==> config.mk <==
export PLATFORM = sky130hd
export DESIGN_NAME = fsq_delay
export DESIGN_NICKNAME = d
export VERILOG_FILES = /design/src/design/fsq_pkg.sv /design/src/design/fsq_delay.sv
export SDC_FILE = /design/constraint.sdc
export NUM_CORES = 1
export LEC_CHECK = 0
export ABC_AREA = 1
export CORE_MARGIN = 1
export CORE_UTILIZATION = 58
export DETAILED_ROUTE_END_ITERATION = 12
export DONT_BUFFER_PORTS = 1
export PLACE_DENSITY_LB_ADDON = 0.15
export RECOVER_POWER = 50
export SLEW_MARGIN = 15
export SYNTH_ARGS = -nofsm -noshare
export SYNTH_HDL_FRONTEND = slang
export SYNTH_SLANG_ARGS = --single-unit
==> constraint.sdc <==
create_clock -name clk -period 0.8 [get_ports clk]
set_clock_uncertainty 0.15 [all_clocks]
set_input_delay 0.16 -clock clk [delete_from_list [all_inputs] [get_ports clk]]
set_output_delay 0.16 -clock clk [all_outputs]
set_load 0.1 [all_outputs]
==> src/design/fsq_pkg.sv <==
`timescale 1ns / 1ps
`default_nettype none
package fsq_pkg;

  localparam int FP_W          = 32;
  localparam int MUL_LAT       = 3;
  localparam int SUB_LAT       = 4;
  localparam int DIV_BITS      = 27;
  localparam int DIV_PER_STG   = 3;
  localparam int DIV_STG       = DIV_BITS / DIV_PER_STG;
  localparam int DIV_LAT       = DIV_STG + 2;
  localparam int NEWTON_LAT    = 3 * MUL_LAT + SUB_LAT;
  localparam int TOTAL_LAT     = MUL_LAT + 2 * NEWTON_LAT + DIV_LAT;

  localparam logic [31:0] MAGIC_SEED      = 32'h5f3759df;
  localparam logic [31:0] CANON_NAN       = 32'h7fc00000;
  localparam logic [31:0] FP_HALF         = 32'h3f000000;
  localparam logic [31:0] FP_THREE_HALVES = 32'h3fc00000;
  localparam logic [31:0] FP_ONE          = 32'h3f800000;

  // value = man * 2^(exp-23), man normalized with leading one at bit 23
  typedef struct packed {
    logic               sign;
    logic signed [11:0] exp;
    logic [23:0]        man;
    logic               zero;
    logic               inf;
    logic               nan;
  } fsq_unp_t;

  function automatic logic [5:0] lzc28(input logic [27:0] v);
    logic [5:0] cnt;
    cnt = 6'd28;
    for (int i = 0; i < 28; i++) begin
      if (v[i]) cnt = 6'(27 - i);
    end
    return cnt;
  endfunction

  function automatic fsq_unp_t unpack(input logic [31:0] b);
    fsq_unp_t    u;
    logic [23:0] sub;
    logic [5:0]  lz;
    sub    = {1'b0, b[22:0]};
    lz     = lzc28({sub, 4'hf});
    u.sign = b[31];
    u.nan  = (b[30:23] == 8'hff) && (b[22:0] != 23'd0);
    u.inf  = (b[30:23] == 8'hff) && (b[22:0] == 23'd0);
    u.zero = (b[30:0] == 31'd0);
    if (b[30:23] != 8'd0) begin
      u.man = {1'b1, b[22:0]};
      u.exp = $signed({4'b0, b[30:23]}) - 12'sd127;
    end else begin
      u.man = sub << lz;
      u.exp = -12'sd126 - $signed({6'b0, lz});
    end
    return u;
  endfunction

  // m: [25] leading one, [24:2] fraction, [1] guard, [0] sticky
  function automatic logic [31:0] round_pack(input logic s, input logic signed [11:0] e,
                                             input logic [25:0] m);
    logic signed [11:0] be;
    logic signed [11:0] shw;
    logic [4:0]         sh;
    logic [51:0]        wide;
    logic [25:0]        kept;
    logic               lost;
    logic               up;
    logic [24:0]        sum;
    logic [8:0]         fld;
    logic [31:0]        res;
    be  = e + 12'sd127;
    shw = 12'sd1 - be;
    if (be >= 12'sd1) begin
      sh = 5'd0;
    end else if (be < -12'sd24) begin
      sh = 5'd26;
    end else begin
      sh = shw[4:0];
    end
    wide = {m, 26'b0} >> sh;
    kept = wide[51:26];
    lost = |wide[25:0];
    up   = kept[1] & (kept[0] | lost | kept[2]);
    sum  = {1'b0, kept[25:2]} + {24'b0, up};
    if (be >= 12'sd1) begin
      fld = be[8:0] + {8'b0, sum[24]};
    end else begin
      fld = {8'b0, sum[23]};
    end
    if (fld >= 9'd255) begin
      res = {s, 8'hff, 23'b0};
    end else begin
      res = {s, fld[7:0], sum[22:0]};
    end
    return res;
  endfunction

endpackage
`default_nettype wire

==> src/design/fsq_delay.sv <==
`timescale 1ns / 1ps
`default_nettype none
module fsq_delay
  import fsq_pkg::*;
#(
  parameter int W     = FP_W,
  parameter int DEPTH = MUL_LAT
) (
  input  logic         clk,
  input  logic [W-1:0] in_data,
  output logic [W-1:0] out_data
);

  logic [W-1:0] tap_r [0:DEPTH-1];

  always_ff @(posedge clk) begin
    tap_r[0] <= in_data;
    for (int i = 1; i < DEPTH; i++) begin
      tap_r[i] <= tap_r[i-1];
    end
  end

  assign out_data = tap_r[DEPTH-1];

endmodule
`default_nettype wire

==> results of run 1 <==
-- stage by stage --
| step | hold slack [ns] | setup WS [ns] | cells |
|---|---|---|---|
| floorplan | 0.0377 | 0.00756 | 128 |
| global placement | 0.0378 | 0.000472 | 174 |
-- cell families after synthesis --
family / Yosys count / share of synthesized area
flip-flops: 96 / 0.889
buffers and inverters: 32 / 0.111
==> results.sh, run 1 <==
export IMPL_ios=65
export IMPL_synth_cells=128
export IMPL_start_util=0.628
export IMPL_synth_edf_count=0
export IMPL_yosys_top_cells_area="dfxtp_1 (89%), buf_4 (11%)"
export IMPL_synth_top_area_share=0.889
export IMPL_firstError="[ERROR DPL-0033] detailed placement checks failed during check placement."
export IMPL_num_rows=21
export IMPL_synth_cell_types=2
export IMPL_place_port_buffers=0
export IMPL_die_h_um=63.1
export IMPL_status="stopped before the end"
export IMPL_avgSynthCellArea_um2=16.9
export IMPL_ys_seq_area_frac=0.889
export IMPL_hpwl_um=2760
export IMPL_yosysMostFrequentCell="dfxtp_1"
export IMPL_async_flop_share=0
export IMPL_synth_seq_cells=96
export IMPL_syn_cell_area_mm2=0.00216
export IMPL_haltStage="detailed placement (3_5_place_dp)"
export IMPL_ys_warn_count=0
export IMPL_die_w_um=63.1
export IMPL_yosys_area_top_type="dfxtp_1"
export IMPL_syn_nets=161
export IMPL_ys_flop_type="dfxtp_1"
export IMPL_place_congestion=0.583
export IMPL_synth_common_cells="dfxtp_1 (96), buf_4 (32)"
==> inputs of run 2 (changes only) <==
--- a/config.mk
+++ b/config.mk
@@ -7,7 +7,7 @@
 export LEC_CHECK = 0
 export ABC_AREA = 1
 export CORE_MARGIN = 1
-export CORE_UTILIZATION = 58
+export CORE_UTILIZATION = 40
 export DETAILED_ROUTE_END_ITERATION = 12
 export DONT_BUFFER_PORTS = 1
 export PLACE_DENSITY_LB_ADDON = 0.15
==> run 2 against run 1 <==
  * The flow now finishes, with violations (setup timing)
  * Synthesized cell count stayed put
  * Synthesized area stayed put
==> results.sh, run 2 <==
export IMPL_status="finished, violations left"
export IMPL_violations="setup timing"
export IMPL_synth_seq_cells=96
export IMPL_required_ns=0.49
export IMPL_post_cts_buffers=0
export IMPL_synth_edf_count=0
export IMPL_grt_pass1_vias=800
export IMPL_critPathMaxStageDelay_ns=0.36
export IMPL_place_port_buffers=0
export IMPL_hold_viol_final=0
export IMPL_max_clock_freq_ghz=0.855
export IMPL_drc=0
export IMPL_ys_flop_type="dfxtp_1"
export IMPL_path_buf_inv=1
export IMPL_synth_cell_types=2
export IMPL_die_w_um=75.5
export IMPL_worst_slew_pin_slew_ns=0.0979
export IMPL_drt_iter0_drc=29
export IMPL_clkTransAtPathRegs_ns=0.09
export IMPL_drv_slew=0
export IMPL_drt_wl_total_um=2470
export IMPL_path_cells="buf_12"
export IMPL_yosys_area_top_type="dfxtp_1"
export IMPL_top_regs="tap_r x96"
export IMPL_worstPathArrival_ns=0.86
export IMPL_start_kind="flop"
export IMPL_cp_max_fo=1
export IMPL_syn_nets=161
export IMPL_die_h_um=75.5
export IMPL_total_power_w=0.00930
export IMPL_critical_path_top_delay_family="flip-flops"
export IMPL_wl_per_cell_um=10.1
export IMPL_grt_usage=0.0950
export IMPL_criticalPathCategory="flop to primary output"
export IMPL_finalNetCount=204
export IMPL_diodes=0
export IMPL_period_minus_slack_ns=1.17
export IMPL_min_period_over_period=1.46
export IMPL_drive_gt1_frac=0.451
export IMPL_vias_per_cell=3.66
export IMPL_placed_cell_area_mm2=0.00269
export IMPL_cts_max_level=3
export IMPL_setup_viol=32
export IMPL_regMostFlops="tap_r"
export IMPL_async_flop_share=0
export IMPL_drt_first_pass_iters=2
export IMPL_clk_path_buf_depth=2
export IMPL_maxCapViolCount=0
export IMPL_grt_setup_unrepaired="true"
export IMPL_fp_coreArea_mm2=0.00517
export IMPL_antenna_found_initial=0
export IMPL_vias=897
export IMPL_synth_cells=128
export IMPL_synth_common_cells="dfxtp_1 (96), buf_4 (32)"
export IMPL_dieArea_mm2=0.00570
export IMPL_cp_slowest_cell="dfxtp_2"
export IMPL_multiInputGateArea_um2=0
export IMPL_grt_max_degree=16
export IMPL_yosys_top_cells_area="dfxtp_1 (89%), buf_4 (11%)"
export IMPL_largest_register_ffs=96
export IMPL_postRouteAntennaNets=0
export IMPL_numCtsBuffers=9
export IMPL_power_density_mw_per_mm2=2890
export IMPL_ys_warn_count=0
export IMPL_layout_common_cells="dfxtp_1 (64), dlygate4sd3_1 (32), buf_12 (32), dfxtp_2 (32), clkbuf_8 (11)"
export IMPL_setup_slack_ns=-0.370
export IMPL_cts_sinks=96
export IMPL_syn_cell_area_mm2=0.00216
export IMPL_tns_ns=-11.44
export IMPL_slew_headroom=0.935
export IMPL_final_util=0.622
export IMPL_grt_ovfl_total=0
export IMPL_synth_top_area_share=0.889
export IMPL_clockRootBuffer="clkbuf_8"
export IMPL_ys_seq_area_frac=0.889
export IMPL_ios=65
export IMPL_area_delta_synth_final_pct=48.7
export IMPL_finish_instance_area_mm2=0.00322
export IMPL_yosysMostFrequentCell="dfxtp_1"
export IMPL_p_leak_nw=1.34
export IMPL_clk_latency_ns=0.33
export IMPL_start_util=0.418
export IMPL_final_common_cell="dfxtp_1"
export IMPL_vdd_ir_drop_worst_uv=1710
export IMPL_place_congestion=0.582
export IMPL_num_rows=26
export IMPL_hold_class="flop to flop"
export IMPL_avgSynthCellArea_um2=16.9
export IMPL_multi_input_cells=0
export IMPL_tritoncts="done"
export IMPL_grt_pass1_wl_um=3520
export IMPL_endpoint_kind="primary output"
==> run 2: where the power goes <==
group	leakage, nW	internal (W)	total, W	switching [W]
clock	0.0976	0.00160	0.00305	0.00145
sequential	0.810	0.00505	0.00515	0.000104
combinational	0.434	0.000424	0.00110	0.000676
total	1.34	0.00708	0.00930	0.00223
==> run 2: timing repair <==
action / CTS / global route
hold buffers: 32 / 0
pin swaps: 0 / 0
setup endpoints to repair: 32 / 32
resized for setup: 0 / 0
hold endpoints to repair: 32 / 0
==> run 2: layout make-up <==
| class | instances | area (µm²) |
|---|---|---|
| tap | 70 | 87.6 |
| sequential | 96 | 1960 |
| clock buffer | 11 | 151 |
| clock inverter | 4 | 53.8 |
| timing repair buffer | 64 | 961 |
| fill | 403 | 1960 |
==> run 2: metrics by stage <==
step | setup slack (ns) | hold WS (ns) | std cells
finish | -0.370 | 0.172 | 245
floorplan | 0.00756 | 0.0377 | 128
global route | -0.420 | 0.178 | 245
detailed placement | -0.0161 | 0.0378 | 198
global placement | -0.000836 | 0.0378 | 198
CTS | -0.395 | 0.173 | 245
==> run 2: worst paths after layout <==
| check | from | end | slack [ns] | cells after the start |
|---|---|---|---|---|
| max reg2reg | tap_r[0][32]$_DFF_P_ | tap_r[0][64]$_DFF_P_ | 0.23 | 0 |
| min | tap_r[0][33]$_DFF_P_ | tap_r[0][65]$_DFF_P_ | 0.17 | 0 |
| max | tap_r[0][64]$_DFF_P_ | out_data[0] | -0.37 | 1 |
| min reg2reg | tap_r[0][33]$_DFF_P_ | tap_r[0][65]$_DFF_P_ | 0.17 | 0 |
==> run 2: metal layers <==
metal,wire length (µm),up-vias,GRT usage,share of wire
li1,-,443,-,-
met1,900,408,0.0899,0.36
met2,1330,41,0.145,0.54
met3,183,5,0.0556,0.074
met4,54,0,0.0864,0.022
met5,0,-,0,0
==> run 2: cells by family (layout without fill, tap and decap cells) <==
logic type / Yosys count / in the layout / synth area share
buffers and inverters: 32 / 79 / 0.111
DFF: 96 / 96 / 0.889
No activity file was read; power rests on OpenSTA's default activity.
