<file path="config.mk">
export PLATFORM = sky130hd
export DESIGN_NAME = fsq_fmul
export DESIGN_NICKNAME = d
export VERILOG_FILES = /design/src/design/fsq_pkg.sv /design/src/design/fsq_fmul.sv
export SDC_FILE = /design/constraint.sdc
export NUM_CORES = 2
export LEC_CHECK = 0
export ABC_CLOCK_PERIOD_IN_PS = 9600
export BUFFER_PORTS_ARGS = -buffer_cell sky130_fd_sc_hd__buf_2
export CAP_MARGIN = 15
export CORE_MARGIN = 2
export CORE_UTILIZATION = 40
export CTS_CLUSTER_DIAMETER = 120
export CTS_CLUSTER_SIZE = 10
export DETAILED_ROUTE_END_ITERATION = 7
export PLACE_DENSITY = 0.54
export SETUP_SLACK_MARGIN = 0.5
export SLEW_MARGIN = 20
export SYNTH_ARGS = -nofsm -noshare
export SYNTH_HDL_FRONTEND = slang
export SYNTH_SLANG_ARGS = --single-unit
</file>
<file path="constraint.sdc">
create_clock -name clk -period 9.6 [get_ports clk]
set_input_delay 2.88 -clock clk [delete_from_list [all_inputs] [get_ports clk]]
set_output_delay 2.88 -clock clk [all_outputs]
set_load 0.05 [all_outputs]
</file>
<file path="src/design/fsq_pkg.sv">
`timescale 1ns / 1ps
`default_nettype none
package fsq_pkg;

  localparam int FP_W          = 32;
  localparam int MUL_LAT       = 3;
  localparam int SUB_LAT       = 4;
  localparam int DIV_BITS      = 27;
  localparam int DIV_PER_STG   = 3;
  localparam int DIV_STG       = DIV_BITS / DIV_PER_STG;
  localparam int DIV_LAT       = DIV_STG + 2;
  localparam int NEWTON_LAT    = 3 * MUL_LAT + SUB_LAT;
  localparam int TOTAL_LAT     = MUL_LAT + 2 * NEWTON_LAT + DIV_LAT;

  localparam logic [31:0] MAGIC_SEED      = 32'h5f3759df;
  localparam logic [31:0] CANON_NAN       = 32'h7fc00000;
  localparam logic [31:0] FP_HALF         = 32'h3f000000;
  localparam logic [31:0] FP_THREE_HALVES = 32'h3fc00000;
  localparam logic [31:0] FP_ONE          = 32'h3f800000;

  // value = man * 2^(exp-23), man normalized with leading one at bit 23
  typedef struct packed {
    logic               sign;
    logic signed [11:0] exp;
    logic [23:0]        man;
    logic               zero;
    logic               inf;
    logic               nan;
  } fsq_unp_t;

  function automatic logic [5:0] lzc28(input logic [27:0] v);
    logic [5:0] cnt;
    cnt = 6'd28;
    for (int i = 0; i < 28; i++) begin
      if (v[i]) cnt = 6'(27 - i);
    end
    return cnt;
  endfunction

  function automatic fsq_unp_t unpack(input logic [31:0] b);
    fsq_unp_t    u;
    logic [23:0] sub;
    logic [5:0]  lz;
    sub    = {1'b0, b[22:0]};
    lz     = lzc28({sub, 4'hf});
    u.sign = b[31];
    u.nan  = (b[30:23] == 8'hff) && (b[22:0] != 23'd0);
    u.inf  = (b[30:23] == 8'hff) && (b[22:0] == 23'd0);
    u.zero = (b[30:0] == 31'd0);
    if (b[30:23] != 8'd0) begin
      u.man = {1'b1, b[22:0]};
      u.exp = $signed({4'b0, b[30:23]}) - 12'sd127;
    end else begin
      u.man = sub << lz;
      u.exp = -12'sd126 - $signed({6'b0, lz});
    end
    return u;
  endfunction

  // m: [25] leading one, [24:2] fraction, [1] guard, [0] sticky
  function automatic logic [31:0] round_pack(input logic s, input logic signed [11:0] e,
                                             input logic [25:0] m);
    logic signed [11:0] be;
    logic signed [11:0] shw;
    logic [4:0]         sh;
    logic [51:0]        wide;
    logic [25:0]        kept;
    logic               lost;
    logic               up;
    logic [24:0]        sum;
    logic [8:0]         fld;
    logic [31:0]        res;
    be  = e + 12'sd127;
    shw = 12'sd1 - be;
    if (be >= 12'sd1) begin
      sh = 5'd0;
    end else if (be < -12'sd24) begin
      sh = 5'd26;
    end else begin
      sh = shw[4:0];
    end
    wide = {m, 26'b0} >> sh;
    kept = wide[51:26];
    lost = |wide[25:0];
    up   = kept[1] & (kept[0] | lost | kept[2]);
    sum  = {1'b0, kept[25:2]} + {24'b0, up};
    if (be >= 12'sd1) begin
      fld = be[8:0] + {8'b0, sum[24]};
    end else begin
      fld = {8'b0, sum[23]};
    end
    if (fld >= 9'd255) begin
      res = {s, 8'hff, 23'b0};
    end else begin
      res = {s, fld[7:0], sum[22:0]};
    end
    return res;
  endfunction

endpackage
`default_nettype wire

</file>
<file path="src/design/fsq_fmul.sv">
`timescale 1ns / 1ps
`default_nettype none
module fsq_fmul
  import fsq_pkg::*;
(
  input  logic        clk,
  input  logic        rst_n,
  input  logic        in_valid,
  input  logic [31:0] in_a,
  input  logic [31:0] in_b,
  output logic        out_valid,
  output logic [31:0] out_res
);

  // stage 1: unpack, subnormals normalized
  fsq_unp_t ua_r, ub_r;
  logic     v1_r;
  // stage 2: significand product
  logic [47:0]        prod_r;
  logic signed [11:0] esum_r;
  logic               sgn_r, nan_r, inf_r, zero_r, v2_r;
  // stage 3: round
  logic [25:0]        m_nxt;
  logic signed [11:0] e_nxt;
  logic [31:0]        res_nxt;
  logic [31:0]        res_r;
  logic               v3_r;

  always_ff @(posedge clk) begin
    ua_r   <= unpack(in_a);
    ub_r   <= unpack(in_b);
    prod_r <= ua_r.man * ub_r.man;
    esum_r <= ua_r.exp + ub_r.exp;
    sgn_r  <= ua_r.sign ^ ub_r.sign;
    nan_r  <= ua_r.nan | ub_r.nan | (ua_r.inf & ub_r.zero) | (ua_r.zero & ub_r.inf);
    inf_r  <= ua_r.inf | ub_r.inf;
    zero_r <= ua_r.zero | ub_r.zero;
    res_r  <= res_nxt;
  end

  always_comb begin
    if (prod_r[47]) begin
      m_nxt = {prod_r[47:23], |prod_r[22:0]};
      e_nxt = esum_r + 12'sd1;
    end else begin
      m_nxt = {prod_r[46:22], |prod_r[21:0]};
      e_nxt = esum_r;
    end
    if (nan_r) begin
      res_nxt = CANON_NAN;
    end else if (inf_r) begin
      res_nxt = {sgn_r, 8'hff, 23'b0};
    end else if (zero_r) begin
      res_nxt = {sgn_r, 31'b0};
    end else begin
      res_nxt = round_pack(sgn_r, e_nxt, m_nxt);
    end
  end

  always_ff @(posedge clk) begin
    if (!rst_n) begin
      v1_r <= 1'b0;
      v2_r <= 1'b0;
      v3_r <= 1'b0;
    end else begin
      v1_r <= in_valid;
      v2_r <= v1_r;
      v3_r <= v2_r;
    end
  end

  assign out_valid = v3_r;
  assign out_res   = res_r;

endmodule
`default_nettype wire

</file>
; After elaboration in Yosys (flattened, before gate mapping)
; Cells that the tools add are included.
[totals]
reg_bits = 179
inputBits = 67
output_inout_bits = 33
[classes]
add_sub_neg = 10
multipliers = 1
magnitude_cmp = 3
eq_ne = 2
shift = 3
muxes = 62
bitwise = 11
reduce_logical = 17
[ops]
columns = operator, count
row1 = two-way mux 6 bit, 44
row2 = two-way mux 36 bit, 2
row3 = zero test 31 bit, 2
row4 = two-way mux 31 bit, 2
row5 = >> shifter 52 x 5 -> 52 bit, 1
row6 = multiplier 24 x 24 -> 48 bit, 1
row7 = << shifter 23 x 6 -> 24 bit, 2
row8 = zero test 23 bit, 2
row9 = nonzero test 23 bit, 2
row10 = two-way mux 9 bit, 4
row11 = two-way mux 26 bit, 1
row12 = OR reduction 26 bit, 1
row13 = adder 24 x 1 -> 25 bit, 1
row14 = two-way mux 5 bit, 5
row15 = two-way mux 23 bit, 1
row16 = OR reduction 23 bit, 1
row17 = OR reduction 22 bit, 1
row18 = subtractor 8 x 7 -> 9 bit (first input constant), 2
row19 = subtractor 8 x 7 -> 9 bit (second input constant), 2
row20 = equality test 8 bit (second input constant), 2
row21 = nonzero test 8 bit, 2
row22 = adder 12 bit, 1
row23 = adder 12 x 2 -> 12 bit (second input constant), 1
row24 = adder 12 x 8 -> 12 bit (second input constant), 1
row25 = 13 further kinds, 25

; Longest topological paths before layout
[depth]
depth_word = 25
ltp_mapped = 41

; Worst setup path after synthesis
; Ideal clock, no wire load.
[synth_path]
kind = register to register
start = register prod_r[47]
end = register res_r[17] (netlist: out_res[17])
t_arrival_ps = 8263
setup_slack_ps = 1265
stages_incl_launch_ff = 36
path_buffers = 4
synth_period_minus_slack_ps = 8335
cell_sequence = dfxtp_1 -> buf_4 -> inv_1 -> nor2_1 -> or2_2 -> buf_1 -> clkinv_1 -> clkbuf_1 -> ha_1 -> nand3_1 -> a311o_1 -> o21ai_1 -> or4_1 -> a211oi_2 -> mux2_4 -> mux2_2 -> a22oi_2 -> o21ai_1 -> mux2i_1 -> a211o_2 -> o211a_1 -> ha_1 -> o211a_1 -> nand4_4 -> or4_4 -> nor3_1 -> ha_1 -> nand2_1 -> nor4_1 -> a21boi_0 -> xnor2_1 -> a21oi_1 -> or4_1 -> clkbuf_1 -> or3_1 -> mux2i_1
[synth_via]
elab_chain_len = 21
[synth_rtl]
columns = element, line
row1 = from (decl), fsq_fmul.sv:19  ; logic [47:0] prod_r;
row2 = from (signal assigned), fsq_fmul.sv:32  ; prod_r <= ua_r.man * ub_r.man;
row3 = two-way mux 12 bit, fsq_fmul.sv:42  ; if (prod_r[47]) begin
row4 = adder 12 x 8 -> 12 bit, fsq_pkg.sv:73  ; be = e + 12'sd127;
row5 = less-than comparator 12 x 6 -> 1 bit or subtractor 2 x 5 -> 5 bit (tied branches), "fsq_pkg.sv:77, fsq_pkg.sv:74"
row6 = two-way mux 5 bit, fsq_pkg.sv:77  ; end else if (be < -12'sd24) begin
row7 = two-way mux 5 bit, fsq_pkg.sv:75  ; if (be >= 12'sd1) begin
row8 = two-way mux 5 bit, fsq_fmul.sv:53  ; end else if (zero_r) begin
row9 = two-way mux 5 bit, fsq_fmul.sv:51  ; end else if (inf_r) begin
row10 = two-way mux 5 bit, fsq_fmul.sv:49  ; if (nan_r) begin
row11 = (+5 left out), --
row12 = adder 24 x 1 -> 25 bit, fsq_pkg.sv:86  ; sum = {1'b0, kept[25:2]} + {24'b0, up};
row13 = adder 9 x 1 -> 9 bit, fsq_pkg.sv:88  ; fld = be[8:0] + {8'b0, sum[24]};
row14 = two-way mux 9 bit, fsq_pkg.sv:87  ; if (be >= 12'sd1) begin
row15 = two-way mux 9 bit, fsq_fmul.sv:53
row16 = two-way mux 9 bit, fsq_fmul.sv:51
row17 = two-way mux 9 bit, fsq_fmul.sv:49
row18 = >= comparator 9 x 8 -> 1 bit, fsq_pkg.sv:92  ; if (fld >= 9'd255) begin
row19 = OR reduction 4 bit (no source line), --
row20 = to (signal assigned), fsq_fmul.sv:38  ; res_r <= res_nxt;
row21 = to (decl), fsq_fmul.sv:26  ; logic [31:0] res_r;
; Several ways; a longest one is shown, not always the timed one. The select of a mux whose other input is x is not followed.
; A chain may end at the register's enable or synchronous reset.

; Final worst setup path
[layout_path]
start = register esum_r[0]
end = register res_r[17] (netlist: out_res[17])
[layout_via]
elab_chain_len = 22
[layout_rtl]
columns = element, line
row1 = from (decl), fsq_fmul.sv:20  ; logic signed [11:0] esum_r;
row2 = from (signal assigned), fsq_fmul.sv:33  ; esum_r <= ua_r.exp + ub_r.exp;
row3 = adder 12 x 2 -> 12 bit, fsq_fmul.sv:44  ; e_nxt = esum_r + 12'sd1;
row4 = two-way mux 12 bit *, fsq_fmul.sv:42
row5 = adder 12 x 8 -> 12 bit *, fsq_pkg.sv:73
row6 = less-than comparator 12 x 6 -> 1 bit or subtractor 2 x 5 -> 5 bit (tied branches), "fsq_pkg.sv:77, fsq_pkg.sv:74"
row7 = two-way mux 5 bit, fsq_pkg.sv:77
row8 = two-way mux 5 bit, fsq_pkg.sv:75
row9 = two-way mux 5 bit, fsq_fmul.sv:53
row10 = two-way mux 5 bit, fsq_fmul.sv:51
row11 = (+6 left out), --
row12 = adder 24 x 1 -> 25 bit, fsq_pkg.sv:86
row13 = adder 9 x 1 -> 9 bit, fsq_pkg.sv:88
row14 = two-way mux 9 bit, fsq_pkg.sv:87
row15 = two-way mux 9 bit, fsq_fmul.sv:53
row16 = two-way mux 9 bit, fsq_fmul.sv:51
row17 = two-way mux 9 bit, fsq_fmul.sv:49
row18 = >= comparator 9 x 8 -> 1 bit, fsq_pkg.sv:92
row19 = OR reduction 4 bit (no source line), --
; Every way passes the cells marked *; elsewhere a longest branch is shown, timed or not. The select of a mux whose other input is x is not followed.

==> impl_metrics.csv <==
group,metric,value,unit
outcome,status,"finished, violations left",
outcome,violations,"design-rule violations",
worst_setup_path,cp.arrival,8.90,ns
floorplan,die_area,76200,µm²
clock_tree,cts_buffer_depth,2,
synthesis,avgSynthCellArea,8.68,µm²
sta,slew_viol_final,0,
synthesis,synth_top_family_by_area,"adder cells",
routing,first_iter_violations,1669,
floorplan,core-area,73100,µm²
routing,drc,12,
clock_tree,clk_latency,0.50,ns
hold_path,worstHoldPathType,"flop to flop",
sta,layout_min_cycle_time,8.47,ns
grt,grt_max_degree,38,
routing,wl,88800,µm
grt,antenna_found_initial,1,
synthesis,synth_flop_cell,"dfxtp_1",
floorplan,die_h,276,µm
synthesis,synth_edf_count,0,
clock_tree,tritoncts,"done",
grt,grt_pass1_vias,24300,
floorplan,start_util,40.5,%
synthesis,synthAdderAreaFrac,41.0,%
final_layout,regArea,3470,µm²
final_layout,final_core_util,43.7,%
grt,grt-ovfl-total,0,
final_layout,layout_common_cells,"inv_1, nand2_1, fa_1",
worst_setup_path,critPathMaxFanout,18,
final_layout,fillers,7284,
routing,first_pass_iters,8,
synthesis,synth-compound-area-share,11.3,%
synthesis,synthMuxAreaShare,5.34,%
synthesis,synth_area,29600,µm²
synthesis,syn_nets,4158,
final_layout,drive_gt1_share,9.00,%
routing,via_per_inst,5.39,
placement,dp_worst_setup_slack,0.593,ns
placement,dp_hpwl,70200,µm
sta,max_freq,0.118,GHz
sta,clock_skew,0.0225,ns
clock_tree,clock_sinks,173,
synthesis,yosysSeqAreaShare,11.7,%
final_layout,multi_input_area,23500,µm²
synthesis,syn-instance-count,3410,
clock_tree,cts-hold-fix-buffers,0,
sta,rsz0062_at_grt,"true",
worst_setup_path,cp.required,10.03,ns
final_layout,final_common_cell,"inv_1",
placement,numPortBuffers,99,
sta,setup_viol_count_final,0,
synthesis,ys_ff_latch,173,
sta,worstMarginPinSlew,1.01,ns
floorplan,row_count,99,
synthesis,netlist-cell-type-count,99,
clock_tree,clk_pin_slew,0.09,ns
clock_tree,htree_levels,4,
grt,track_usage,24.0,%
placement,place_congestion,0.908,
floorplan,die_w,276,µm
synthesis,synth-simple-area-share,18.1,%
routing,ant_nets,0,
clock_tree,cts_buffers,17,
worst_setup_path,critPathMostFrequentCell,"ha_1",
sta,final.setup.tns,0,ns
grt,grt_pass1_wl,140000,µm
hold_path,holdPathStages,1,
sta,fin_ws,1.13,ns
run,cap_viol_max_count,0,
worst_setup_path,setup.worst_path.end_class,"flop",
final_layout,nets,4191,
synthesis,synth_warnings,0,
sta,relSlewSlack,32.5,%
worst_setup_path,slowest_stage,"or4_4",
clock_tree,cts_root_buf,"clkbuf_16",
synthesis,async_reset_ff_share,0,%
worst_setup_path,startpoint_type,"flop",
sta,finalCritPeriodShare,88.2,%
worst_setup_path,r2r.worst_path.cells,29,
routing,via_count,23800,
floorplan,pin_count,100,
worst_setup_path,criticalPathCategory,"flop to flop",
final_layout,area_growth,7.93,%
worst_setup_path,cpPeakStageDelay,0.59,ns
sta,finalHoldViolCount,0,
synthesis,synth-xor-area-share,3.28,%
routing,routedWlPerCell,20.1,µm
==> worst paths after layout <==
path	start	to	slack [ns]
max	esum_r[0]	out_res[17]	1.13
max reg2reg	esum_r[0]	out_res[17]	1.13
min	sgn_r	out_res[31]	0.44
min reg2reg	sgn_r	out_res[31]	0.44
==> synthesized netlist by cell type, types with 8 or more instances <==
cell,number,share of area (%)
a211o_1,10,0.30
a211oi_1,28,0.71
a21boi_0,10,0.25
a21o_1,24,0.61
a21oi_1,121,2.0
a22o_1,8,0.24
a22oi_1,12,0.30
a31oi_1,12,0.25
and2_1,233,4.9
and3_1,21,0.44
buf_2,11,0.19
clkbuf_1,144,1.8
dfxtp_1,173,12
fa_1,483,33
ha_1,198,8.4
inv_1,548,7.0
mux2_2,16,0.61
mux2i_1,73,2.5
mux4_2,28,2.1
nand2_1,507,6.4
nand2b_1,13,0.27
nand3_1,48,0.81
nand4_1,18,0.38
nor2_1,126,1.6
nor2b_1,15,0.32
nor3_1,54,0.91
nor4_1,24,0.51
o211ai_1,16,0.41
o21a_1,11,0.28
o21ai_0,103,1.7
o21bai_1,27,0.68
o22ai_1,14,0.30
o31ai_1,17,0.43
or3_1,9,0.19
xnor2_1,73,2.2
xor2_1,36,1.1
==> logic make-up (layout without fill, tap and decap cells) <==
logic type / count (synthesis) / after routing
multiplexers: 120 / 121
adder cells (fa/ha/maj): 681 / 681
XOR/XNOR: 110 / 110
flip-flops: 173 / 173
buffers and inverters: 716 / 761
AND/OR/NAND/NOR: 1111 / 1111
other: 0 / 1
AO/OA/AOI/OAI: 499 / 499
==> stage by stage <==
stage / hold WS [ns] / cells / cell area (µm²)
after CTS: 0.441 / 4413 / 31900
final: 0.438 / 4416 / 31900
after detailed placement: 0.420 / 4381 / 31200
after floorplan: 0.396 / 3410 / 29600
after global routing: 0.454 / 4415 / 31900
after global placement: 0.418 / 4381 / 31200
==> state kept, by name, summed over array words and instances, names as in the netlist, 12 cells and up <==
name / count
esum_r: 12
out_res: 32
prod_r: 48
ua_r: 37
ub_r: 37
==> critical path: cells and delay by family, from the launching register on <==
kind	cells	cell delay [ns]
AO/OA/AOI/OAI	9	2.11
XOR/XNOR	2	0.49
adder cells (fa/ha/maj)	3	0.68
buffers and inverters	1	0.18
flip-flops	1	0.46
multiplexers	4	1.03
AND/OR/NAND/NOR	10	3.43
==> metal layers <==
metal | global-route usage, % | up-vias | wire [µm]
li1 | - | 11000 | -
met1 | 34.0 | 11900 | 41000
met2 | 37.9 | 774 | 39900
met3 | 3.13 | 124 | 5040
met4 | 8.31 | 0 | 2890
met5 | 0 | - | 0
==> area by class of cell <==
class                           count  share of cell area [%]
Inverter                          550                    6.46
Tap cell                          959                    3.76
Antenna cell                        1                 0.00784
Multi-Input combinational cell   2522                    73.4
Clock inverter                     15                   0.686
Timing Repair Buffer              179                    3.43
Sequential cell                   173                    10.9
Clock buffer                       17                    1.33
==> what timing repair did <==
action | 4_1_cts | 5_1_grt
gates resized for setup | 0 | 10
endpoints found under the setup margin | 0 | 28
buffers inserted | 0 | 1
Power is not shown: default switching activity piles up to over one toggle a cycle in this logic, so the estimate is an artifact.
