`src/design/fsq_pkg.sv`:
```
`timescale 1ns / 1ps
`default_nettype none
package fsq_pkg;

  localparam int FP_W          = 32;
  localparam int MUL_LAT       = 3;
  localparam int SUB_LAT       = 4;
  localparam int DIV_BITS      = 27;
  localparam int DIV_PER_STG   = 3;
  localparam int DIV_STG       = DIV_BITS / DIV_PER_STG;
  localparam int DIV_LAT       = DIV_STG + 2;
  localparam int NEWTON_LAT    = 3 * MUL_LAT + SUB_LAT;
  localparam int TOTAL_LAT     = MUL_LAT + 2 * NEWTON_LAT + DIV_LAT;

  localparam logic [31:0] MAGIC_SEED      = 32'h5f3759df;
  localparam logic [31:0] CANON_NAN       = 32'h7fc00000;
  localparam logic [31:0] FP_HALF         = 32'h3f000000;
  localparam logic [31:0] FP_THREE_HALVES = 32'h3fc00000;
  localparam logic [31:0] FP_ONE          = 32'h3f800000;

  // value = man * 2^(exp-23), man normalized with leading one at bit 23
  typedef struct packed {
    logic               sign;
    logic signed [11:0] exp;
    logic [23:0]        man;
    logic               zero;
    logic               inf;
    logic               nan;
  } fsq_unp_t;

  function automatic logic [5:0] lzc28(input logic [27:0] v);
    logic [5:0] cnt;
    cnt = 6'd28;
    for (int i = 0; i < 28; i++) begin
      if (v[i]) cnt = 6'(27 - i);
    end
    return cnt;
  endfunction

  function automatic fsq_unp_t unpack(input logic [31:0] b);
    fsq_unp_t    u;
    logic [23:0] sub;
    logic [5:0]  lz;
    sub    = {1'b0, b[22:0]};
    lz     = lzc28({sub, 4'hf});
    u.sign = b[31];
    u.nan  = (b[30:23] == 8'hff) && (b[22:0] != 23'd0);
    u.inf  = (b[30:23] == 8'hff) && (b[22:0] == 23'd0);
    u.zero = (b[30:0] == 31'd0);
    if (b[30:23] != 8'd0) begin
      u.man = {1'b1, b[22:0]};
      u.exp = $signed({4'b0, b[30:23]}) - 12'sd127;
    end else begin
      u.man = sub << lz;
      u.exp = -12'sd126 - $signed({6'b0, lz});
    end
    return u;
  endfunction

  // m: [25] leading one, [24:2] fraction, [1] guard, [0] sticky
  function automatic logic [31:0] round_pack(input logic s, input logic signed [11:0] e,
                                             input logic [25:0] m);
    logic signed [11:0] be;
    logic signed [11:0] shw;
    logic [4:0]         sh;
    logic [51:0]        wide;
    logic [25:0]        kept;
    logic               lost;
    logic               up;
    logic [24:0]        sum;
    logic [8:0]         fld;
    logic [31:0]        res;
    be  = e + 12'sd127;
    shw = 12'sd1 - be;
    if (be >= 12'sd1) begin
      sh = 5'd0;
    end else if (be < -12'sd24) begin
      sh = 5'd26;
    end else begin
      sh = shw[4:0];
    end
    wide = {m, 26'b0} >> sh;
    kept = wide[51:26];
    lost = |wide[25:0];
    up   = kept[1] & (kept[0] | lost | kept[2]);
    sum  = {1'b0, kept[25:2]} + {24'b0, up};
    if (be >= 12'sd1) begin
      fld = be[8:0] + {8'b0, sum[24]};
    end else begin
      fld = {8'b0, sum[23]};
    end
    if (fld >= 9'd255) begin
      res = {s, 8'hff, 23'b0};
    end else begin
      res = {s, fld[7:0], sum[22:0]};
    end
    return res;
  endfunction

endpackage
`default_nettype wire

```
`src/design/fsq_recip.sv`:
```
`timescale 1ns / 1ps
`default_nettype none
module fsq_recip
  import fsq_pkg::*;
(
  input  logic        clk,
  input  logic        rst_n,
  input  logic        in_valid,
  input  logic [31:0] in_b,
  output logic        out_valid,
  output logic [31:0] out_res
);

  fsq_unp_t    u_nxt;
  logic        spec_nxt;
  logic [31:0] sbits_nxt;

  logic [24:0]          rem_r   [0:DIV_STG];
  logic [DIV_BITS-1:0]  quo_r   [0:DIV_STG];
  logic [23:0]          man_r   [0:DIV_STG];
  logic signed [11:0]   exp_r   [0:DIV_STG];
  logic                 sgn_r   [0:DIV_STG];
  logic                 spec_r  [0:DIV_STG];
  logic [31:0]          sbits_r [0:DIV_STG];
  logic                 v_r     [0:DIV_STG];

  logic [DIV_BITS-1:0] q_fin;
  logic                sticky;
  logic [25:0]         m_nxt;
  logic signed [11:0]  e_nxt;
  logic [31:0]         res_nxt, res_r;
  logic                vo_r;

  always_comb begin
    u_nxt    = unpack(in_b);
    spec_nxt = 1'b1;
    if (u_nxt.nan) begin
      sbits_nxt = CANON_NAN;
    end else if (u_nxt.inf) begin
      sbits_nxt = {u_nxt.sign, 31'b0};
    end else if (u_nxt.zero) begin
      sbits_nxt = {u_nxt.sign, 8'hff, 23'b0};
    end else begin
      spec_nxt  = 1'b0;
      sbits_nxt = FP_ONE;
    end
  end

  always_ff @(posedge clk) begin
    rem_r[0]   <= 25'h0800000;
    quo_r[0]   <= '0;
    man_r[0]   <= u_nxt.man;
    exp_r[0]   <= u_nxt.exp;
    sgn_r[0]   <= u_nxt.sign;
    spec_r[0]  <= spec_nxt;
    sbits_r[0] <= sbits_nxt;
  end

  // restoring division of 1.0 by the significand, a few quotient bits per stage
  for (genvar k = 0; k < DIV_STG; k++) begin : g_div
    logic [24:0]         r_nxt;
    logic [DIV_BITS-1:0] q_nxt;

    always_comb begin
      r_nxt = rem_r[k];
      q_nxt = quo_r[k];
      for (int j = 0; j < DIV_PER_STG; j++) begin
        if (r_nxt >= {1'b0, man_r[k]}) begin
          r_nxt = r_nxt - {1'b0, man_r[k]};
          q_nxt = {q_nxt[DIV_BITS-2:0], 1'b1};
        end else begin
          q_nxt = {q_nxt[DIV_BITS-2:0], 1'b0};
        end
        r_nxt = r_nxt << 1;
      end
    end

    always_ff @(posedge clk) begin
      rem_r[k+1]   <= r_nxt;
      quo_r[k+1]   <= q_nxt;
      man_r[k+1]   <= man_r[k];
      exp_r[k+1]   <= exp_r[k];
      sgn_r[k+1]   <= sgn_r[k];
      spec_r[k+1]  <= spec_r[k];
      sbits_r[k+1] <= sbits_r[k];
    end

    always_ff @(posedge clk) begin
      if (!rst_n) begin
        v_r[k+1] <= 1'b0;
      end else begin
        v_r[k+1] <= v_r[k];
      end
    end
  end

  always_comb begin
    q_fin  = quo_r[DIV_STG];
    sticky = (rem_r[DIV_STG] != 25'd0);
    if (q_fin[26]) begin
      m_nxt = {q_fin[26:2], |q_fin[1:0] | sticky};
      e_nxt = 12'sd0 - exp_r[DIV_STG];
    end else begin
      m_nxt = {q_fin[25:1], q_fin[0] | sticky};
      e_nxt = -12'sd1 - exp_r[DIV_STG];
    end
    if (spec_r[DIV_STG]) begin
      res_nxt = sbits_r[DIV_STG];
    end else begin
      res_nxt = round_pack(sgn_r[DIV_STG], e_nxt, m_nxt);
    end
  end

  always_ff @(posedge clk) begin
    res_r <= res_nxt;
  end

  always_ff @(posedge clk) begin
    if (!rst_n) begin
      v_r[0] <= 1'b0;
      vo_r   <= 1'b0;
    end else begin
      v_r[0] <= in_valid;
      vo_r   <= v_r[DIV_STG];
    end
  end

  assign out_valid = vo_r;
  assign out_res   = res_r;

endmodule
`default_nettype wire

```
`config.mk`:
```
export PLATFORM = sky130hd
export DESIGN_NAME = fsq_recip
export DESIGN_NICKNAME = d
export VERILOG_FILES = /design/src/design/fsq_pkg.sv /design/src/design/fsq_recip.sv
export SDC_FILE = /design/constraint.sdc
export NUM_CORES = 2
export LEC_CHECK = 0
export BUFFER_PORTS_ARGS = -buffer_cell sky130_fd_sc_hd__buf_4
export CORE_MARGIN = 2
export CORE_UTILIZATION = 58
export DETAILED_ROUTE_END_ITERATION = 10
export PLACE_DENSITY_LB_ADDON = 0.3
export SLEW_MARGIN = 30
export SYNTH_ARGS = -nofsm -noshare
export SYNTH_HDL_FRONTEND = slang
export SYNTH_SLANG_ARGS = --single-unit
```
`constraint.sdc`:
```
create_clock -name clk -period 19.16 [get_ports clk]
set_input_delay 1.916 -clock clk [delete_from_list [all_inputs] [get_ports clk]]
set_output_delay 1.916 -clock clk [all_outputs]
set_load 0.05 [all_outputs]
```
# Yosys cells after proc, flatten, opt, wreduce, memory -nomap -nowiden

Memories as Yosys holds them, arrays and structs flattened. A register that Yosys moved wholly into a read port is not among the register bits.
Index checks and enable logic that the tools add are counted.

Register bits: 32
Bits in latches: 0
RAM bits: 1,220
Memory bits (read-only): 0
Bits of input ports: 35
Output and inout port bits: 33
Word-level logic and storage cells: 207
Memories kept: 8

Memories:

| name        | depth | bits a word | read ports | clocked after memory_dff | wr ports | RTL line        | text |
|---|---|---|---|---|---|---|---|
| sbits_r     | 10    | 32          | 10         | 0                        | 10       | fsq_recip.sv:24 | `logic [31:0] sbits_r [0:DIV_STG];` |
| quo_r       | 10    | 27          | 10         | 0                        | 10       | fsq_recip.sv:19 | `logic [DIV_BITS-1:0] quo_r [0:DIV_STG];` |
| man_r       | 10    | 24          | 9          | 0                        | 10       | fsq_recip.sv:20 | `logic [23:0] man_r [0:DIV_STG];` |
| rem_r       | 10    | 24          | 10         | 0                        | 10       | fsq_recip.sv:18 | `logic [24:0] rem_r [0:DIV_STG];` |
| exp_r       | 10    | 12          | 10         | 0                        | 10       | fsq_recip.sv:21 | `logic signed [11:0] exp_r [0:DIV_STG];` |
| sgn_r       | 10    | 1           | 10         | 0                        | 10       | fsq_recip.sv:22 | `logic sgn_r [0:DIV_STG];` |
| +2 memories | n/a   | n/a         | n/a        | n/a                      | n/a      | n/a             |  |

Add/sub/neg operators: 35
Multiply operators: 0
Divide/modulo/power cells: 0
Magnitude comparators: 30
Equal/unequal tests: 1
Shift-type cells: 2
Multiplexer cells: 105
Bitwise operators: 15
Reductions and logical operators: 10

Operator list:

| operator                                             | count |
|---|---|
| >= comparator 25 x 24 -> 1 bit                       | 27 |
| 2-to-1 mux 24 bit                                    | 27 |
| subtractor 24 bit                                    | 27 |
| 2-to-1 mux 32 bit                                    | 4 |
| 2-to-1 mux 5 bit                                     | 18 |
| right shift 52 x 5 -> 52 bit                         | 1 |
| 2-to-1 mux 1 bit                                     | 42 |
| 2-to-1 mux 36 bit                                    | 1 |
| 2-to-1 mux 4 bit                                     | 8 |
| logical NOT 31 bit                                   | 1 |
| 2-to-1 mux 31 bit                                    | 1 |
| 2-to-1 mux 26 bit                                    | 1 |
| OR reduction 26 bit                                  | 1 |
| adder 24 x 1 -> 25 bit                               | 1 |
| nonzero test 25 bit                                  | 1 |
| << shifter 23 x 6 -> 24 bit                          | 1 |
| subtractor 1 x 12 -> 12 bit, first input constant    | 2 |
| logical NOT 23 bit                                   | 1 |
| nonzero test 23 bit                                  | 1 |
| 2-to-1 mux 9 bit                                     | 2 |
| OR 1 bit                                             | 14 |
| adder 12 x 8 -> 12 bit, second input constant        | 1 |
| >= comparator 12 x 2 -> 1 bit, second input constant | 1 |
| < comparator 12 x 6 -> 1 bit, second input constant  | 1 |
| 12 further kinds                                     | 13 |

# Longest topological paths before layout

Depth after elaboration: 25
Mapped depth: 51
Mapped depth without buffers: 48

# Worst setup path before layout

OpenSTA, ideal clock, no wires.

Path kind: register to register
Start point: memory man_r[1][1]
End point: memory rem_r[2][10] (netlist name)
Setup time: 0.121 ns
Data arrival time: 10.734 ns
Data required time: 19.039 ns
Setup slack: 8.305 ns
Stages on the path, launching flop included: 49
Buffers on the path: 3
Path through: dfxtp_1 > inv_1 > ha_1 > nor2b_1 > o21ai_0 > a21boi_0 > o21ai_0 > nand2b_1 > a21o_1 > a21o_1 > o211ai_1 > nand3_1 > o221a_2 > a41o_1 > nor2b_1 > clkbuf_1 > mux2_2 > ha_1 > [13 not listed] > mux2_2 > ha_1 > o21ai_0 > a21boi_0 > o21ai_0 > a21boi_0 > o21ai_0 > a21boi_0 > o21ai_0 > a211oi_1 > a41o_1 > o211ai_1 > a31oi_1 > o31a_1 > a211o_1 > a211oi_1 > clkbuf_1 > mux2_2

RTL lines:

| element         | RTL line |
|---|---|
| start, declared | fsq_recip.sv:20 |
| end, declared   | fsq_recip.sv:18 |

==> qor.yml <==
outcome:
  status: "finished, final reports clean"
synthesis:
  ys_seq_area_share_pct: 27.41
  async_reset_ff_share_pct: 0
  syn_inst: 6630
  syn_area_per_cell_um2: 8.371
  syn_nets: 7292
  ys_warn_count: 0
  synth_edf_count: 0
  ys_ff_latch: 760
  netlist-cell-type-count: 114
  ys.flop_type: "dfxtp_1"
  netlist_area_mm2: 0.05550
clock_network:
  post_cts_buffers: 0
  cts_max_level: 3
  cts_tree: "built"
  cts_num_sinks: 760
  cts_buffers: 80
  cts_root_buffer: "clkbuf_16"
  clockBufferDepth: 3
  postCtsHoldBufs: 0
  ctsResizeCount: 0
  clkTransAtPathRegs_ps: 70
  insertion_delay_ps: 680
floorplan:
  initial_utilization_pct: 58.50
  die_x_um: 313.3
  pin_count: 68
  die_h_um: 313.3
  core_mm2: 0.09487
  fp.dieArea_mm2: 0.09818
  row_count: 113
placement:
  io_buffers: 67
  dpl.hpwl_um: 121100
  post-place-ws_ps: 7809
  place_congestion: 0.9828
  dp_cells: 7841
sta:
  final-hold-violation-count: 0
  layout_setup_ws_ps: 7285
  fin_setup_tns_ps: 0
  slew_headroom_pct: 39.50
  report.final.setup_viol: 0
  slew_violations: 0
  period_needed_ps: 11870
  fin_skew_ps: 32.32
  max_freq_mhz: 84.21
  max_slew.worst_pin.slew_ps: 906.1
  rsz0062_at_grt: "false"
  period_share_pct: 61.98
critical_path:
  slowest_stage: "nor4bb_1"
  cp-start-kind: "register"
  crit_top_cell: "o21ai_0"
  cpPeakStageDelay_ps: 710
  reg2reg_from: "man_r[6][1]$_DFF_P_"
  crit_arrival_ps: 12430
  critical_path_class: "reg2reg"
  crit_fanout: 28
  startpoint: "man_r[6][1]$_DFF_P_"
  critPathCaptureType: "register"
  worstPathRequired_ps: 19720
job:
  drv_cap: 0
global_route:
  grt_pass1_wl_um: 243500
  grt_pass1_vias: 45787
  grt_use_total_pct: 30.51
  antenna_found_initial: 3
  grt_max_degree: 47
  grt.overflow.total: 0
min_path:
  worstHoldStart: "exp_r[2][3]$_DFF_P_"
  hold_path.class: "reg2reg"
detailed_routing:
  routed_wl_um: 154200
  avgViaCountPerCell: 6.134
  drc: 0
  dr.pass1.iters: 6
  drt_iter0_drc: 4667
  vias: 49006
  avgRoutedWirePerCell_um: 19.30
  ant_nets: 0
layout:
  drive_gt1_share_pct: 10.84
  syn2layout_area_growth_pct: 8.377
  utilization_pct: 63.40
  fin_nets: 7320
  antenna_cells: 0
  stdcell_count: 7989
  fillerInstances: 8189
state kept, by name, indices dropped and copies added (netlist names), 32 cells and up:
signal	flops
out_res	32
exp_r	90
rem_r	216
sbits_r	40
man_r	216
quo_r	135
cells in the final DEF, fill, tap and decap left out, types with 15 or more instances in the layout:
| cell type | netlist | routed |
|---|---|---|
| or2_2 | 48 | 48 |
| nor3_1 | 149 | 149 |
| o31a_1 | 16 | 16 |
| a211oi_1 | 45 | 43 |
| o211ai_1 | 25 | 25 |
| nor4_1 | 43 | 42 |
| o31ai_1 | 50 | 49 |
| dfxtp_1 | 760 | 760 |
| a21o_1 | 225 | 225 |
| and3_1 | 50 | 50 |
| nand4_1 | 106 | 106 |
| a21boi_0 | 49 | 48 |
| nand3_1 | 126 | 126 |
| inv_1 | 448 | 448 |
| o32ai_1 | 17 | 17 |
| o22ai_1 | 20 | 20 |
| o21bai_1 | 74 | 73 |
| a21oi_1 | 514 | 513 |
| mux2i_1 | 75 | 75 |
| o21a_1 | 76 | 76 |
| or3_1 | 45 | 45 |
| ha_1 | 619 | 619 |
| buf_4 | 5 | 111 |
| nor2_1 | 563 | 560 |
| and2_1 | 53 | 53 |
| nand2b_1 | 80 | 80 |
| o21ai_0 | 419 | 418 |
| nor2b_1 | 66 | 65 |
| clkbuf_16 | 0 | 80 |
| xor2_1 | 166 | 166 |
| mux2_2 | 346 | 346 |
| xnor2_1 | 353 | 352 |
| clkbuf_8 | 0 | 15 |
| a31oi_1 | 51 | 51 |
| nand2_1 | 472 | 472 |
worst max-delay path, delay by kind of cell, from the launching register on:
family                     cells  cell delay (ps)
DFF                            1              460
buffers and inverters          5             1260
muxes                          1              380
AOI/OAI and AO/OA             25             6450
and+or+nand+nor               14             2210
adders and majority gates      3              920
cell families (layout without fill, tap and decap cells):
group	Yosys count	in the layout	share of synthesized area, %
and+or+nand+nor	1877	1877	16.25
muxes	429	429	8.697
buffers and inverters	616	710	4.283
adders and majority gates	627	627	14.24
AOI/OAI and AO/OA	1801	1801	20.89
DFF	760	760	27.41
xor gates and xnor gates	520	520	8.219
synth_stat cells, types with 16 or more instances:
cell type / n / area share [%]
dfxtp_1: 760 / 27
ha_1: 619 / 14
nor2_1: 563 / 3.8
a21oi_1: 514 / 4.6
nand2_1: 472 / 3.2
inv_1: 448 / 3.0
o21ai_0: 419 / 3.8
xnor2_1: 353 / 5.6
mux2_2: 346 / 7.0
a21o_1: 225 / 3.0
xor2_1: 166 / 2.6
nor3_1: 149 / 1.3
clkbuf_1: 131 / 0.89
nand3_1: 126 / 1.1
nand4_1: 106 / 1.2
nand2b_1: 80 / 0.90
o21a_1: 76 / 1.0
mux2i_1: 75 / 1.4
o21bai_1: 74 / 1.0
nor2b_1: 66 / 0.74
and2_1: 53 / 0.60
a31oi_1: 51 / 0.57
and3_1: 50 / 0.56
o31ai_1: 50 / 0.68
a21boi_0: 49 / 0.66
or2_2: 48 / 0.54
a211oi_1: 45 / 0.61
or3_1: 45 / 0.51
nor4_1: 43 / 0.48
o211ai_1: 25 / 0.34
o22ai_1: 20 / 0.23
o32ai_1: 17 / 0.27
o31a_1: 16 / 0.25
final timing paths:
path                    endpoint  depth (start not counted)  slack [ps]
min reg2reg  exp_r[3][3]$_DFF_P_                          0         300
max          rem_r[7][5]$_DFF_P_                         48        7290
min          exp_r[3][3]$_DFF_P_                          0         300
max reg2reg  rem_r[7][5]$_DFF_P_                         48        7290
final cells by class:
type | count | area (um^2) | area share (%)
multi-input combinational | 5254 | 38010 | 63.19
timing repair buffer | 111 | 833.3 | 1.385
tap | 1265 | 1583 | 2.631
clock buffer | 107 | 2253 | 3.746
clock inverter | 41 | 565.5 | 0.9402
sequential | 760 | 15210 | 25.29
inverter | 451 | 1693 | 2.814
per-stage QoR:
step	area, um^2	hold slack [ps]
after floorplan	55500	309.6
after global placement	57320	309.7
after detailed placement	57330	312.1
after CTS	60140	303.2
after global routing	60150	300.2
final	60150	301.7
layer usage:
| layer | GRT usage, % | wire length, um | part of all wire (%) |
|---|---|---|---|
| met5 | 0 | 0 | 0 |
| met1 | 41.85 | 69300 | 45 |
| met3 | 4.394 | 10740 | 7.0 |
| met2 | 48.38 | 68000 | 44 |
| met4 | 12.05 | 6167 | 4.0 |
Power is left out: the tool's default activity adds up to more than one toggle a clock period on the data nets, which glitch-free logic cannot reach.
